**src/hw/rtl/vang_pkg.sv**
```systemverilog
// Package for the 3D vector angle block: payload structs, datapath widths,
// the CORDIC arctangent table and fixed constants. No dependencies.
`default_nettype none

package vang_pkg;

  // Component width of the input vectors and fraction bits of the angle.
  localparam int unsigned COMPONENT_BITS  = 16;
  localparam int unsigned ANGLE_FRAC_BITS = 14;
  localparam int unsigned ANGLE_BITS      = ANGLE_FRAC_BITS + 2;

  // Cross and dot magnitudes are scaled below 2^SCALE_BITS.
  localparam int unsigned SCALE_BITS   = 30;
  // Square root operand width and the number of root cells.
  localparam int unsigned SQRT_BITS    = 64;
  localparam int unsigned SQRT_STEPS   = 32;
  // CORDIC vectoring: cells, x/y width and angle accumulator width.
  localparam int unsigned CORDIC_STEPS = 32;
  localparam int unsigned CORDIC_BITS  = 36;
  localparam int unsigned TURN_BITS    = 36;

  // 2*pi in Q29, applied to an angle in units of 2^-32 turn.
  localparam logic [31:0] TWO_PI_Q29   = 32'd3373259426;
  localparam logic [63:0] ANGLE_ROUND  = 64'd1 << (60 - ANGLE_FRAC_BITS);
  localparam int unsigned ANGLE_SHIFT  = 61 - ANGLE_FRAC_BITS;
  // Largest angle code, pi.
  localparam logic [ANGLE_BITS-1:0] ANGLE_MAX =
      ANGLE_BITS'(((64'd1 << 31) * 64'(TWO_PI_Q29) + ANGLE_ROUND) >> ANGLE_SHIFT);

  typedef struct packed {
    logic signed [COMPONENT_BITS-1:0] a_x;
    logic signed [COMPONENT_BITS-1:0] a_y;
    logic signed [COMPONENT_BITS-1:0] a_z;
    logic signed [COMPONENT_BITS-1:0] b_x;
    logic signed [COMPONENT_BITS-1:0] b_y;
    logic signed [COMPONENT_BITS-1:0] b_z;
  } in_t;

  typedef struct packed {
    logic [ANGLE_BITS-1:0] angle_rad;
    logic                  zero_length;
  } out_t;

  // Flags that ride along with an item through the cells.
  typedef struct packed {
    logic zero;  // either vector is all zero
    logic neg;   // dot product is negative
  } side_t;

  // Arctangent of 2^-i in units of 2^-32 turn, rounded to nearest.
  function automatic logic [31:0] atan_turn(input int unsigned i);
    logic [31:0] v;
    case (i)
      0:  v = 32'h20000000;  1:  v = 32'h12E4051E;
      2:  v = 32'h09FB385B;  3:  v = 32'h051111D4;
      4:  v = 32'h028B0D43;  5:  v = 32'h0145D7E1;
      6:  v = 32'h00A2F61E;  7:  v = 32'h00517C55;
      8:  v = 32'h0028BE53;  9:  v = 32'h00145F2F;
      10: v = 32'h000A2F98;  11: v = 32'h000517CC;
      12: v = 32'h00028BE6;  13: v = 32'h000145F3;
      14: v = 32'h0000A2FA;  15: v = 32'h0000517D;
      16: v = 32'h000028BE;  17: v = 32'h0000145F;
      18: v = 32'h00000A30;  19: v = 32'h00000518;
      20: v = 32'h0000028C;  21: v = 32'h00000146;
      22: v = 32'h000000A3;  23: v = 32'h00000051;
      24: v = 32'h00000029;  25: v = 32'h00000014;
      26: v = 32'h0000000A;  27: v = 32'h00000005;
      28: v = 32'h00000003;  29: v = 32'h00000001;
      30: v = 32'h00000001;
      default: v = 32'h00000000;
    endcase
    return v;
  endfunction

endpackage

`default_nettype wire

```
**src/hw/rtl/vang_cordic_cell.sv**
```systemverilog
// One CORDIC vectoring cell: at most one micro-rotation by atan(2^-STEP), none when y is zero.
// Depends on vang_pkg.
`default_nettype none

module vang_cordic_cell #(
  parameter int unsigned STEP = 0
) (
  input  wire logic                                   clk_i,
  input  wire logic                                   rst_ni,
  input  wire logic                                   valid_i,
  output logic                                        ready_o,
  input  wire logic signed [vang_pkg::CORDIC_BITS-1:0] x_i,
  input  wire logic signed [vang_pkg::CORDIC_BITS-1:0] y_i,
  input  wire logic signed [vang_pkg::TURN_BITS-1:0]   z_i,
  input  wire vang_pkg::side_t                        side_i,
  output logic                                        valid_o,
  input  wire logic                                   ready_i,
  output logic signed [vang_pkg::CORDIC_BITS-1:0]     x_o,
  output logic signed [vang_pkg::CORDIC_BITS-1:0]     y_o,
  output logic signed [vang_pkg::TURN_BITS-1:0]       z_o,
  output vang_pkg::side_t                             side_o
);

  localparam int unsigned CW = vang_pkg::CORDIC_BITS;
  localparam int unsigned ZW = vang_pkg::TURN_BITS;
  localparam logic signed [ZW-1:0] ATAN = ZW'(vang_pkg::atan_turn(STEP));

  logic                 v_q;
  logic signed [CW-1:0] dx, dy, x_q, y_q;
  logic signed [ZW-1:0] z_q;
  vang_pkg::side_t      side_q;

  assign ready_o = !v_q || ready_i;
  // Arithmetic shifts round toward minus infinity.
  assign dx = y_i >>> STEP;
  assign dy = x_i >>> STEP;

  always_ff @(posedge clk_i or negedge rst_ni) begin
    if (!rst_ni) begin
      v_q <= 1'b0;
    end else if (ready_o) begin
      v_q <= valid_i;
    end
  end

  always_ff @(posedge clk_i) begin
    if (ready_o) begin
      if (y_i == '0) begin
        x_q <= x_i;
        y_q <= y_i;
        z_q <= z_i;
      end else if (!y_i[CW-1]) begin
        x_q <= x_i + dx;
        y_q <= y_i - dy;
        z_q <= z_i + ATAN;
      end else begin
        x_q <= x_i - dx;
        y_q <= y_i + dy;
        z_q <= z_i - ATAN;
      end
      side_q <= side_i;
    end
  end

  assign valid_o = v_q;
  assign x_o     = x_q;
  assign y_o     = y_q;
  assign z_o     = z_q;
  assign side_o  = side_q;

endmodule

`default_nettype wire

```
**config.mk**
```make
export PLATFORM = sky130hd
export DESIGN_NAME = vang_cordic_cell
export DESIGN_NICKNAME = d
export VERILOG_FILES = /design/src/hw/rtl/vang_pkg.sv /design/src/hw/rtl/vang_cordic_cell.sv
export SDC_FILE = /design/constraint.sdc
export NUM_CORES = 1
export LEC_CHECK = 0
export BUFFER_PORTS_ARGS = -buffer_cell sky130_fd_sc_hd__buf_4
export CAP_MARGIN = 20
export CORE_MARGIN = 5
export CORE_UTILIZATION = 58
export CTS_BUF_LIST = sky130_fd_sc_hd__clkbuf_8
export CTS_CLUSTER_DIAMETER = 200
export CTS_CLUSTER_SIZE = 40
export DETAILED_ROUTE_END_ITERATION = 7
export PLACE_DENSITY = 0.84
export SETUP_SLACK_MARGIN = 0.3
export SKIP_CTS_REPAIR_TIMING = 1
export SLEW_MARGIN = 10
export SYNTH_ARGS = -nofsm -noshare
export SYNTH_HDL_FRONTEND = slang
export SYNTH_SLANG_ARGS = --single-unit
export TNS_END_PERCENT = 30
```
**constraint.sdc**
```tcl
create_clock -name clk_i -period 4.4 [get_ports clk_i]
set_clock_uncertainty 0.1 [all_clocks]
set_input_delay 0.22 -clock clk_i [delete_from_list [all_inputs] [get_ports clk_i]]
set_output_delay 0.22 -clock clk_i [all_outputs]
set_load 0.02 [all_outputs]
```
Word-level counts from Yosys, hierarchy flattened --
Cells that the tools add are included.
Storage, ports and cells: register bits 111, latch bits 0, RAM bits 0, memory bits (read-only) 0, bits of input ports 114, output and inout port bits 112, word-level logic and storage cells 20, memories kept 0
Operators by class: $add $sub $neg 5, multiply operators 0, divide/modulo/power cells 0, magnitude comparators 0, equal/unequal tests 0, shift-type cells 0, mux-type cells 6, bitwise logic cells 0, reductions and logical operators 3
Operators with widths (number):
- $mux W36 | 6
- $sub A36 B36 Y36 | 2
- $add A36 B31 Y36 const B | 1
- $add A36 B36 Y36 | 1
- $logic_not A36 Y1 | 1
- $sub A36 B31 Y36 const B | 1
- $logic_not A1 Y1 | 1
- $logic_or A1 B1 Y1 | 1

Depth between registers and ports, before layout --
depth in word-level cells 3, gate-level depth with buffers 12, depth with buffers taken out 12

Worst setup path before layout --
OpenSTA, ideal clock, no wires.
path kind register to register, start point register v_q (netlist: valid_o), end point register side_q (netlist bit side_o[0]), enable pin, library setup time 0.496 ns, arrival 3.138 ns, required time 3.804 ns, path slack 0.666 ns, cell stages (with the launch flop) 2, path buffers 0, period minus slack after synthesis 3.734 ns, path through dfrtp_1 -> nand2b_1
Between the ends: cells in the longest elaborated chain, start to end 2
RTL lines:
- start: declaration | RTL line vang_cordic_cell.sv:28 | logic v_q;
- start signal: assignment | RTL line vang_cordic_cell.sv:42 | v_q <= valid_i;
- $logic_not A1 Y1 | RTL line vang_cordic_cell.sv:33 | assign ready_o = !v_q || ready_i;
- $logic_or A1 B1 Y1 | RTL line vang_cordic_cell.sv:33
- named net ready_o | RTL line vang_cordic_cell.sv:11 | output logic ready_o,
- end signal: assignment | RTL line vang_cordic_cell.sv:61 | side_q <= side_i;
- end: declaration | RTL line vang_cordic_cell.sv:31 | vang_pkg::side_t side_q;
The timed path passes the listed nets, and every way through them passes these cells. A chain may end at the register's enable or synchronous reset.

Final worst setup path --
start point input port x_i[4] in the netlist's numbering, end point register x_q[28] (netlist: x_o[28]) (data pin)
Between the ends: cells in the longest elaborated chain, start to end 3, elaborated cells on any way between the ends 4, classes of those cells 2 x add/sub; 2 x mux
RTL lines:
- start: declaration | RTL line vang_cordic_cell.sv:12 | input wire logic signed [vang_pkg::CORDIC_BITS-1:0] x_i,
- $add A36 B36 Y36 / $sub A36 B36 Y36 (equally long branches) | RTL line vang_cordic_cell.sv:53, vang_cordic_cell.sv:57
- $mux W36 (*) | RTL line vang_cordic_cell.sv:52 | end else if (!y_i[CW-1]) begin
- $mux W36 (*) | RTL line vang_cordic_cell.sv:48 | if (y_i == '0) begin
- end signal: assignment | RTL line vang_cordic_cell.sv:49 | x_q <= x_i;
- end signal: assignment | RTL line vang_cordic_cell.sv:53 | x_q <= x_i + dx;
- end signal: assignment | RTL line vang_cordic_cell.sv:57 | x_q <= x_i - dx;
- end: declaration | RTL line vang_cordic_cell.sv:29 | logic signed [CW-1:0] dx, dy, x_q, y_q;
Mark *: on every way between the ends. The rest lies on a longest branch, timed or not.

==> flow_summary.ini <==
[outcome]
status = finished clean

[yosys]
async_reset_ff_frac = 0.00901
ys_seq_area_frac = 0.314
synth_area_sq_um = 10600
ys.flop_type = edfxtp_1
synth_edf_count = 110
syn_area_per_cell_sq_um = 8.35
synth_seq_cells = 111
synth_warnings = 0
syn_nets = 1500
ys_types = 80
synth_cells = 1270

[floorplanning]
die_h_um = 145
num_rows = 49
core_area_sq_um = 18000
dieArea_sq_um = 21100
die_w_um = 145
start_util = 0.590
ioPinCount = 226

[power]
power_leakage_uw = 0.00579
vdd_drop_max_uv = 218
power_density_nw_per_um2 = 294
power_uw = 3820

[placement]
gp_congestion = 0.998
pre_cts_ws_ps = 525
placed_cell_area_sq_um = 12400
hpwlAfterDp_um = 28000
port_buffers = 225

[worst_hold_path]
hp-start = z_i[35]
holdCritPathClass = primary input to register
holdPathStages = 2

[global_route]
grt-ovfl-total = 0
grt.total_usage = 0.321
grt_pass1_vias = 10100
grt_max_degree = 65
antenna_found_initial = 0
grt_pass1_wl_um = 55500

[critical_path]
critPathCaptureType = register
startpoint_type = primary input
worst_r2r_startpoint = valid_o
r2r_cells = 2
cp.required_ps = 4550
crit_type = primary input to register
crit_start = x_i[4]
worstPathArrival_ps = 3710
path_max_fanout = 9

[sta]
min_period_ps = 3560
rsz0062_at_grt = false
fmax_ghz = 0.281
layout_setup_ws_ps = 838
slew_headroom = 0.392
finalMaxSlewViolations = 0
tightestPinTransition_ps = 889
period_share = 0.809
final-hold-violation-count = 0
finalSetupViolCount = 0
finalSetupTns_ps = 0

[clock_network]
cts-root-buf = clkbuf_8
cts_buffers = 9
cts_tree = built
clock-sinks = 111
clock_path_buffers = 2
htreeDepth = 3
clkSlewWorstSetupHoldPaths_ps = 140
clk_latency_ps = 410

[drt]
first_pass_iters = 6
vias_per_cell = 6.30
dr.first_iter.drc_count = 1148
drc = 0
ant_nets = 0
routedWlPerCell_um = 21.6
wirelength_um = 37200
routed-via-count = 10800

[finish]
design_area_sq_um = 13000
fin_util = 0.722
nets = 1718
antenna_cells = 0
layout-drive-gt1-share = 0.191
syn2layout_area_growth_pct = 22.4

[flow_run]
drv_cap = 0
path summary, 6_finish.rpt:
| kind | to | slack (ps) |
|---|---|---|
| setup / recovery | x_o[28] | 840 |
| hold / removal | z_o[35] | 10 |
| setup reg to reg | y_o[14] | 2410 |
| hold reg to reg | z_o[9] | 980 |
| max in group asynchronous | valid_o | 3520 |
| min in group asynchronous | valid_o | 570 |
critical path, stage by stage:
cell      delay (ps)
buf_4            100
inv_1             40
ha_1             410
a21oi_1          320
nand2b_1          80
o21ai_0          360
a21oi_1          180
o31ai_1          560
o21ai_0          470
a211oi_1         360
mux2_2           370
a311oi_1         230
per-layer routing:
metal / wire (um) / share of wire / up-vias / GRT usage
met5: 0 / 0 / - / 0
met4: 1060 / 0.029 / 0 / 0.104
met3: 3870 / 0.10 / 79 / 0.0592
met2: 17100 / 0.46 / 691 / 0.500
met1: 15200 / 0.41 / 5095 / 0.454
li1: - / - / 4983 / -
through the flow:
stage,instances,hold WS [ps]
detailed placement,1672,-101
global placement,1672,-105
global route,1722,12.3
finish,1722,10.6
CTS,1688,-557
floorplan,1270,-176
state kept, by name, summed over array words and instances (netlist names):
register  flops
y_o          36
z_o          36
side_o        2
x_o          36
valid_o       1
layout by cell type (no fill, tap or decap), types with 4 or more instances in the layout:
cell type / netlist / final
a2111oi_0: 4 / 4
a2111oi_2: 4 / 4
a211o_1: 7 / 7
a211oi_1: 15 / 15
a21o_1: 25 / 25
a21oi_1: 156 / 156
a221oi_1: 5 / 5
a311oi_1: 4 / 4
a31oi_1: 10 / 10
and2_1: 6 / 6
and3_1: 4 / 4
buf_4: 1 / 236
clkbuf_8: 0 / 9
dlygate4sd3_1: 0 / 34
edfxtp_1: 110 / 110
fa_1: 4 / 4
ha_1: 112 / 112
inv_1: 116 / 116
mux2i_1: 13 / 13
nand2_1: 96 / 96
nand2b_1: 13 / 12
nand3_1: 16 / 16
nand4_1: 13 / 13
nor2_1: 130 / 130
nor2b_1: 7 / 7
nor3_1: 23 / 23
nor4_1: 18 / 18
o211ai_1: 8 / 8
o21a_1: 13 / 13
o21ai_0: 89 / 89
o21ai_1: 4 / 4
o21bai_1: 22 / 22
o22ai_1: 5 / 5
o31ai_1: 19 / 19
or2_2: 5 / 5
or3_1: 7 / 7
xnor2_1: 59 / 59
xor2_1: 4 / 4
kinds of logic after synthesis:
group	Yosys count	share of synthesized area
simple gates	350	0.151
xor+xnor	63	0.0520
flops	111	0.314
buf+inv	185	0.0681
compound gates	430	0.261
fa+ha+maj	116	0.140
mux	15	0.0144
Yosys cell counts, types with 4 or more instances:
library cell	count	area (sq um)
fa_1	4	80.1
nand2_1	96	360
nand3_1	16	80.1
o22ai_1	5	31.3
nor2_1	130	488
ha_1	112	1400
and3_1	4	25.0
o21ai_0	89	445
nand2b_1	13	81.3
a211oi_1	15	113
and2_1	6	37.5
clkbuf_1	38	143
or3_1	7	43.8
a221oi_1	5	43.8
a311oi_1	4	35.0
a2111oi_2	4	60.1
buf_1	13	48.8
or2_2	5	31.3
nor4_1	18	113
nor3_1	23	115
a21o_1	25	188
o31ai_1	19	143
xnor2_1	59	517
a211o_1	7	61.3
buf_2	11	55.1
a31oi_1	10	62.6
nor2b_1	7	43.8
xor2_1	4	35.0
o21a_1	13	97.6
inv_1	116	435
a21oi_1	156	781
mux2i_1	13	130
o21bai_1	22	165
a2111oi_0	4	35.0
edfxtp_1	110	3300
o21ai_1	4	20.0
nand4_1	13	81.3
o211ai_1	8	60.1
area by class of cell:
cell class	instances	area, sq um
multi-input combinational	974	6560
fill	1398	4990
sequential	111	3330
timing repair buffer	271	2130
inverter	121	457
tap	229	287
clock buffer	9	124
clock inverter	7	85.1
report_power, final:
| group | internal, uW | switching [uW] |
|---|---|---|
| logic | 672 | 1040 |
| registers | 1370 | 55.0 |
| clock network | 232 | 447 |
No activity file was read; power rests on OpenSTA's default activity.
