==> src/hw/rtl/vang_pkg.sv <==
// Package for the 3D vector angle block: payload structs, datapath widths,
// the CORDIC arctangent table and fixed constants. No dependencies.
`default_nettype none

package vang_pkg;

  // Component width of the input vectors and fraction bits of the angle.
  localparam int unsigned COMPONENT_BITS  = 16;
  localparam int unsigned ANGLE_FRAC_BITS = 14;
  localparam int unsigned ANGLE_BITS      = ANGLE_FRAC_BITS + 2;

  // Cross and dot magnitudes are scaled below 2^SCALE_BITS.
  localparam int unsigned SCALE_BITS   = 30;
  // Square root operand width and the number of root cells.
  localparam int unsigned SQRT_BITS    = 64;
  localparam int unsigned SQRT_STEPS   = 32;
  // CORDIC vectoring: cells, x/y width and angle accumulator width.
  localparam int unsigned CORDIC_STEPS = 32;
  localparam int unsigned CORDIC_BITS  = 36;
  localparam int unsigned TURN_BITS    = 36;

  // 2*pi in Q29, applied to an angle in units of 2^-32 turn.
  localparam logic [31:0] TWO_PI_Q29   = 32'd3373259426;
  localparam logic [63:0] ANGLE_ROUND  = 64'd1 << (60 - ANGLE_FRAC_BITS);
  localparam int unsigned ANGLE_SHIFT  = 61 - ANGLE_FRAC_BITS;
  // Largest angle code, pi.
  localparam logic [ANGLE_BITS-1:0] ANGLE_MAX =
      ANGLE_BITS'(((64'd1 << 31) * 64'(TWO_PI_Q29) + ANGLE_ROUND) >> ANGLE_SHIFT);

  typedef struct packed {
    logic signed [COMPONENT_BITS-1:0] a_x;
    logic signed [COMPONENT_BITS-1:0] a_y;
    logic signed [COMPONENT_BITS-1:0] a_z;
    logic signed [COMPONENT_BITS-1:0] b_x;
    logic signed [COMPONENT_BITS-1:0] b_y;
    logic signed [COMPONENT_BITS-1:0] b_z;
  } in_t;

  typedef struct packed {
    logic [ANGLE_BITS-1:0] angle_rad;
    logic                  zero_length;
  } out_t;

  // Flags that ride along with an item through the cells.
  typedef struct packed {
    logic zero;  // either vector is all zero
    logic neg;   // dot product is negative
  } side_t;

  // Arctangent of 2^-i in units of 2^-32 turn, rounded to nearest.
  function automatic logic [31:0] atan_turn(input int unsigned i);
    logic [31:0] v;
    case (i)
      0:  v = 32'h20000000;  1:  v = 32'h12E4051E;
      2:  v = 32'h09FB385B;  3:  v = 32'h051111D4;
      4:  v = 32'h028B0D43;  5:  v = 32'h0145D7E1;
      6:  v = 32'h00A2F61E;  7:  v = 32'h00517C55;
      8:  v = 32'h0028BE53;  9:  v = 32'h00145F2F;
      10: v = 32'h000A2F98;  11: v = 32'h000517CC;
      12: v = 32'h00028BE6;  13: v = 32'h000145F3;
      14: v = 32'h0000A2FA;  15: v = 32'h0000517D;
      16: v = 32'h000028BE;  17: v = 32'h0000145F;
      18: v = 32'h00000A30;  19: v = 32'h00000518;
      20: v = 32'h0000028C;  21: v = 32'h00000146;
      22: v = 32'h000000A3;  23: v = 32'h00000051;
      24: v = 32'h00000029;  25: v = 32'h00000014;
      26: v = 32'h0000000A;  27: v = 32'h00000005;
      28: v = 32'h00000003;  29: v = 32'h00000001;
      30: v = 32'h00000001;
      default: v = 32'h00000000;
    endcase
    return v;
  endfunction

endpackage

`default_nettype wire

==> src/hw/rtl/vang_sqrt_cell.sv <==
// One cell of the square root row: one result bit per cell.
// Depends on vang_pkg.
`default_nettype none

module vang_sqrt_cell #(
  parameter int unsigned STEP = 0
) (
  input  wire logic                                clk_i,
  input  wire logic                                rst_ni,
  input  wire logic                                valid_i,
  output logic                                     ready_o,
  input  wire logic [vang_pkg::SQRT_BITS-1:0]      n_i,
  input  wire logic [vang_pkg::SQRT_BITS-1:0]      r_i,
  input  wire logic [vang_pkg::SCALE_BITS-1:0]     x_i,
  input  wire vang_pkg::side_t                     side_i,
  output logic                                     valid_o,
  input  wire logic                                ready_i,
  output logic [vang_pkg::SQRT_BITS-1:0]           n_o,
  output logic [vang_pkg::SQRT_BITS-1:0]           r_o,
  output logic [vang_pkg::SCALE_BITS-1:0]          x_o,
  output vang_pkg::side_t                          side_o
);

  localparam int unsigned NB     = vang_pkg::SQRT_BITS;
  localparam int unsigned BITPOS = NB - 2 - 2 * STEP;
  localparam logic [NB-1:0] BIT  = NB'(1) << BITPOS;

  logic          v_q;
  logic [NB-1:0] trial, n_q, r_q;
  logic [vang_pkg::SCALE_BITS-1:0] x_q;
  vang_pkg::side_t side_q;

  assign ready_o = !v_q || ready_i;
  assign trial   = r_i + BIT;

  always_ff @(posedge clk_i or negedge rst_ni) begin
    if (!rst_ni) begin
      v_q <= 1'b0;
    end else if (ready_o) begin
      v_q <= valid_i;
    end
  end

  always_ff @(posedge clk_i) begin
    if (ready_o) begin
      if (n_i >= trial) begin
        n_q <= n_i - trial;
        r_q <= (r_i >> 1) + BIT;
      end else begin
        n_q <= n_i;
        r_q <= r_i >> 1;
      end
      x_q    <= x_i;
      side_q <= side_i;
    end
  end

  assign valid_o = v_q;
  assign n_o     = n_q;
  assign r_o     = r_q;
  assign x_o     = x_q;
  assign side_o  = side_q;

endmodule

`default_nettype wire

==> config.mk <==
export PLATFORM = sky130hd
export DESIGN_NAME = vang_sqrt_cell
export DESIGN_NICKNAME = d
export VERILOG_FILES = /design/src/hw/rtl/vang_pkg.sv /design/src/hw/rtl/vang_sqrt_cell.sv
export SDC_FILE = /design/constraint.sdc
export NUM_CORES = 1
export LEC_CHECK = 0
export ABC_CLOCK_PERIOD_IN_PS = 6300
export BUFFER_PORTS_ARGS = -buffer_cell sky130_fd_sc_hd__buf_2
export CAP_MARGIN = 10
export CORE_MARGIN = 5
export CORE_UTILIZATION = 35
export CTS_CLUSTER_SIZE = 25
export DETAILED_ROUTE_END_ITERATION = 12
export PLACE_DENSITY = 0.66
export SLEW_MARGIN = 20
export SYNTH_ARGS = -nofsm -noshare
export SYNTH_HDL_FRONTEND = slang
export SYNTH_SLANG_ARGS = --single-unit
==> constraint.sdc <==
create_clock -name clk_i -period 6.3 [get_ports clk_i]
set_input_delay 1.26 -clock clk_i [delete_from_list [all_inputs] [get_ports clk_i]]
set_output_delay 1.26 -clock clk_i [all_outputs]
set_load 0.02 [all_outputs]
# == After elaboration in Yosys (flattened, before gate mapping) ==
# Index checks and enable logic that the tools add are counted.
# classes
n_addsub,3
order_cmp,1
mux,2
reduce_logical,2
# ops
operator,n
"63-bit by 63-bit adder with 64-bit output, second input constant",1
"64-bit by 63-bit adder with 64-bit output, second input constant",1
64-bit >= comparator,1
64-bit 2-to-1 mux,1
64-bit subtractor,1
63-bit 2-to-1 mux,1
1-bit zero test,1
1-bit logical OR,1
# word_totals
regBits,161
out_inout_bits,162

# == Logic depth before layout (Yosys ltp) ==
# logic_depth
ltp_word,3
depth_mapped,14
mapped_depth_nobuf,12

# == Least setup slack after synthesis ==
# Ideal clock, no wire load.
# synth_timing
kind,input -> output
start,input ready_i
end,output ready_o
arrival_ns,5.267
required_ns,5.040
path_slack_ns,-0.227
cell_stages,1
n_path_buf,0
cell_sequence,nand2b_1
# synth_between
elab_chain_cells,1
# synth_rtl
item,line,text
start: declaration,vang_sqrt_cell.sv:17,"input wire logic ready_i,"
1-bit logical OR,vang_sqrt_cell.sv:33,assign ready_o = !v_q || ready_i;
end: declaration,vang_sqrt_cell.sv:11,"output logic ready_o,"
# Every way passes these cells.

# == Final worst setup path ==
# layout_timing
start,input n_i[0] (netlist name)
end,register n_q[5] (netlist: n_o[5]) (data pin)
# layout_between
elab_chain_cells,2
elab_cells_between_ends,3
# layout_rtl
item,line,text
start: declaration,vang_sqrt_cell.sv:12,"input wire logic [vang_pkg::SQRT_BITS-1:0] n_i,"
64-bit subtractor / 64-bit >= comparator (equally long branches),"vang_sqrt_cell.sv:47, vang_sqrt_cell.sv:46",
64-bit 2-to-1 mux (*),vang_sqrt_cell.sv:46,if (n_i >= trial) begin
end signal: assignment,vang_sqrt_cell.sv:47,n_q <= n_i - trial;
end signal: assignment,vang_sqrt_cell.sv:50,n_q <= n_i;
end: declaration,vang_sqrt_cell.sv:29,"logic [NB-1:0] trial, n_q, r_q;"
# Mark *: on every way between the ends. The rest lies on a longest branch, timed or not.
# A chain may end at the register's enable or synchronous reset.

==> results.md <==
Status:
- The flow ran to the end, and the final reports show no timing, DRC or antenna violations.

Synth:
- In this run the mean area of a mapped cell was 10.7 um2.
- In the synthesized netlist the dominant register cell turns out to be sky130_fd_sc_hd__edfxtp_1.
- For this run, asynchronously set or reset flops after synthesis account for 0.621%.
- The most instantiated library cell after synthesis is sky130_fd_sc_hd__edfxtp_1.
- The proportion of synthesized chip area in sequential cells is 47.2%.
- In the post-synthesis netlist, the biggest area contributors are sky130_fd_sc_hd__edfxtp_1, sky130_fd_sc_hd__ha_1, sky130_fd_sc_hd__a21oi_1.
- sky130_fd_sc_hd__edfxtp_1 takes more of the synthesized area than any other cell.
- The count of unique library cells instantiated by Yosys is 66.
- After synthesis the cells add up to 10200 um2.
- The count of flip-flops with a built-in enable after synthesis is 160.
- The number of flip-flops and latches in the synthesized netlist is approximately 160.
- The cell count after synthesis came out at 953.
- The number of warnings reported in the yosys synthesis log is 0.
- The synthesized design devotes to its leading area cell type 46.9% of total area.
- The net count after synthesis is around 1200.
- By count the netlist is led by sky130_fd_sc_hd__edfxtp_1, sky130_fd_sc_hd__a21oi_1, sky130_fd_sc_hd__inv_1.

Global route:
- Entering global routing, the biggest net connects 66 pins.
- The number of antenna violations at the first check in global routing is 5.
- The remaining global-route overflow is 0.
- The number of global-route vias before repair is 8953.
- The total global routing track utilization is a little under a fifth.
- The first global-routing pass estimated 49600 um of wire.

Route:
- Before antenna repair, the detailed router went through 5 iterations.
- Once detail routing completed, the nets flagged for antenna violations numbered 0.
- For this block, the routed nets add up to 32200 um of wire.
- In the routed design, unresolved DRC markers number 0.
- Dividing the detail-routed wire length by the instance count gives 19.4 um.
- The total number of vias is between 8000 and 9000.
- Using the TritonRoute via totals, the vias-per-cell ratio works out to 5.28.
- The number of design-rule violations left by the first detailed-router iteration is 583.

Setup path:
- The maximum fanout encountered on the critical timing path is 37.
- The worst setup path is launched from an input port.
- The critical path in this run is classified as in -> reg.
- The critical path endpoint category is a flop.
- The data required time of the worst path is 6.48 ns.
- Data arrives at the worst endpoint at 5.25 ns.

Placed design:
- The worst setup timing slack at the placement stage is 0.791 ns.
- Detailed placement finished with a half-perimeter wire length of 25700 um.
- The total of buffers placed on input and output ports is 325.
- Routability-driven placement finished with a final weighted congestion of 0.906.
- The placed instances occupy a cell area of roughly 12000 um2.

Power:
- The leakage power of the design is 5.64 nW.
- For this design the ratio of total power to cell area is 264 nW/um2.
- The maximum ir drop on the vdd rail is 0.160 mV.

Clock tree:
- TritonCTS built the clock tree.
- The maximum buffer depth of the clock tree is 2.
- In this run the number of H-tree levels came out at 4.
- The number of clock sinks seen by CTS is 161.
- Counting the buffers created by CTS gives 17.
- The number of gates resized after CTS was 0.
- The clock transition at the registers of the reported paths is 0.07 ns.
- The root cell of the clock tree is sky130_fd_sc_hd__clkbuf_16.
- The clock insertion delay at the later pin of the skew report is 0.44 ns.
- The number of hold buffers added after CTS is 0.
- The number of buffers added for setup after CTS is 0.

Timing:
- The share of the cycle needed by the critical path after routing is 80.6%.
- The total of endpoints with negative setup slack in the final report is 0.
- The worst path setup slack after routing is 1.22 ns.
- The actual transition at the worst max-transition pin is ~1.0 ns.
- The final max-slew violation count came to 0.
- Based on the critical path, the design can be clocked at up to around 200 MHz.
- For the final routed database, the setup TNS stands at 0 ns.
- Setup repair after global routing left no endpoint under its margin.
- The hold violation total from the final report is 0.
- The worst path in the final design needs a cycle of 5.08 ns, including I/O delays and setup.
- The worst pin sits at a relative slew slack of slightly below 30%.
- The worst clock skew is 0.0111 ns.

Min path:
- The type of the tightest min-delay check is in -> async.

Flow run:
- Max-cap violations in this run came to 0.

Layout:
- Cells with a size suffix above 1 make up 32.3% of the layout.
- The utilization of the core after routing is approximately 45%.
- Counting the fill cells in the layout gives 2800.
- The design area is around 13000 um2.
- The total number of nets in the final design is 1493.
- Compared with the post-synthesis result, the final layout area differs by 25.2%.

Floorplan:
- Once the floorplan was initialized, standard cells occupied 35.6% of the core.
- The standard cell core area is 28800 um2.
- The full die area is 32800 um2.
- During I/O placement, the number of pins put on the boundary was between 300 and 400.
- The floorplan step set the die height to approximately 180 um.
- The die is between 150 and 200 um wide.
- Row generation in the floorplan step produced 62 rows.
-- worst max-delay path, stage by stage --
cell and delay, ns:
sky130_fd_sc_hd__buf_2 0.08, sky130_fd_sc_hd__inv_1 0.04, sky130_fd_sc_hd__ha_1 0.23, sky130_fd_sc_hd__fa_1 0.40, sky130_fd_sc_hd__nand2b_1 0.18, sky130_fd_sc_hd__a21oi_1 0.31
sky130_fd_sc_hd__o211ai_2 0.19, sky130_fd_sc_hd__a211oi_2 0.34, sky130_fd_sc_hd__o21ba_2 0.24, sky130_fd_sc_hd__o221ai_2 0.12, sky130_fd_sc_hd__a22o_1 0.60, sky130_fd_sc_hd__o21ai_4 0.54
sky130_fd_sc_hd__buf_12 0.28, sky130_fd_sc_hd__mux2_2 0.38
-- cell type report --
cell class / count / area (um2) / share of cell area, %
Multi-Input combinational cell: 668 / 4910 / 38.3
Sequential cell: 161 / 4830 / 37.7
Timing Repair Buffer: 332 / 1690 / 13.2
Tap cell: 384 / 480 / 3.75
Clock buffer: 17 / 425 / 3.32
Inverter: 84 / 315 / 2.46
Clock inverter: 15 / 163 / 1.27
Antenna cell: 1 / 2.50 / 0.0195
-- kinds of logic (layout without fill, tap and decap cells) --
logic type               after synthesis  in the layout  synth area share, %
AO/OA/AOI/OAI                        300            300                 20.2
AND/OR/NAND/NOR                      210            210                 10.6
flip-flops                           161            161                 47.2
buffers and inverters                124            448                 5.07
adder cells (fa/ha/maj)               65             65                 8.01
multiplexers                          47             47                 5.12
XOR/XNOR                              46             46                 3.93
other                                  0              1                    0
-- path summary, 6_finish.rpt --
kind	from	endpoint	slack [ns]	cells past startpoint
min reg2reg	valid_o$_DFFE_PN0P_	valid_o$_DFFE_PN0P_	0.90	2
min	rst_ni	valid_o$_DFFE_PN0P_	0.59	1
max in group asynchronous	rst_ni	valid_o$_DFFE_PN0P_	5.63	1
max	n_i[0]	n_o[5]$_DFFE_PP_	1.22	14
max reg2reg	valid_o$_DFFE_PN0P_	n_o[37]$_DFFE_PP_	4.27	2
min in group clk_i	valid_o$_DFFE_PN0P_	valid_o$_DFFE_PN0P_	0.90	2
-- flip-flops by register name (all words and copies together) (netlist names) --
name and flops:
r_o 64, side_o 2, valid_o 1, n_o 64, x_o 30
-- routing by layer --
layer / up-vias / track usage [%] / share of wire [%]
met1: 4171 / 23.0 / 41
li1: 4207 / - / -
met3: 46 / 5.81 / 7.9
met5: - / 0 / 0.13
met4: 8 / 4.83 / 1.6
met2: 338 / 33.3 / 49
-- power by group --
part | switching, mW | internal [mW]
combinational | 0.626 | 0.362
sequential | 0.0284 | 1.33
clock | 0.505 | 0.533
total | 1.16 | 2.22
-- placed cells by master (no fill, tap or decap), drive strengths merged, types with 15 or more instances in the layout --
master  synthesis  layout
buf            17     332
edfxtp        160     160
inv            84      93
a21oi          87      87
ha             64      64
nand2          63      63
o21ai          49      49
mux2           43      43
a21o           35      35
nor2           34      34
xnor2          32      32
o211ai         24      24
nand4          23      23
o21bai         18      18
clkbuf         23      17
o31ai          16      16
nand3          15      15
-- metrics by stage --
stage	instances	hold slack (ns)	total power, mW
5_1_grt	1662	0.554	3.56
4_1_cts	1661	0.561	3.42
6_report	1662	0.587	3.38
2_1_floorplan	953	0.964	2.04
3_3_place_gp	1629	0.893	2.36
3_5_place_dp	1629	0.914	2.37
No activity file was read; power rests on OpenSTA's default activity.
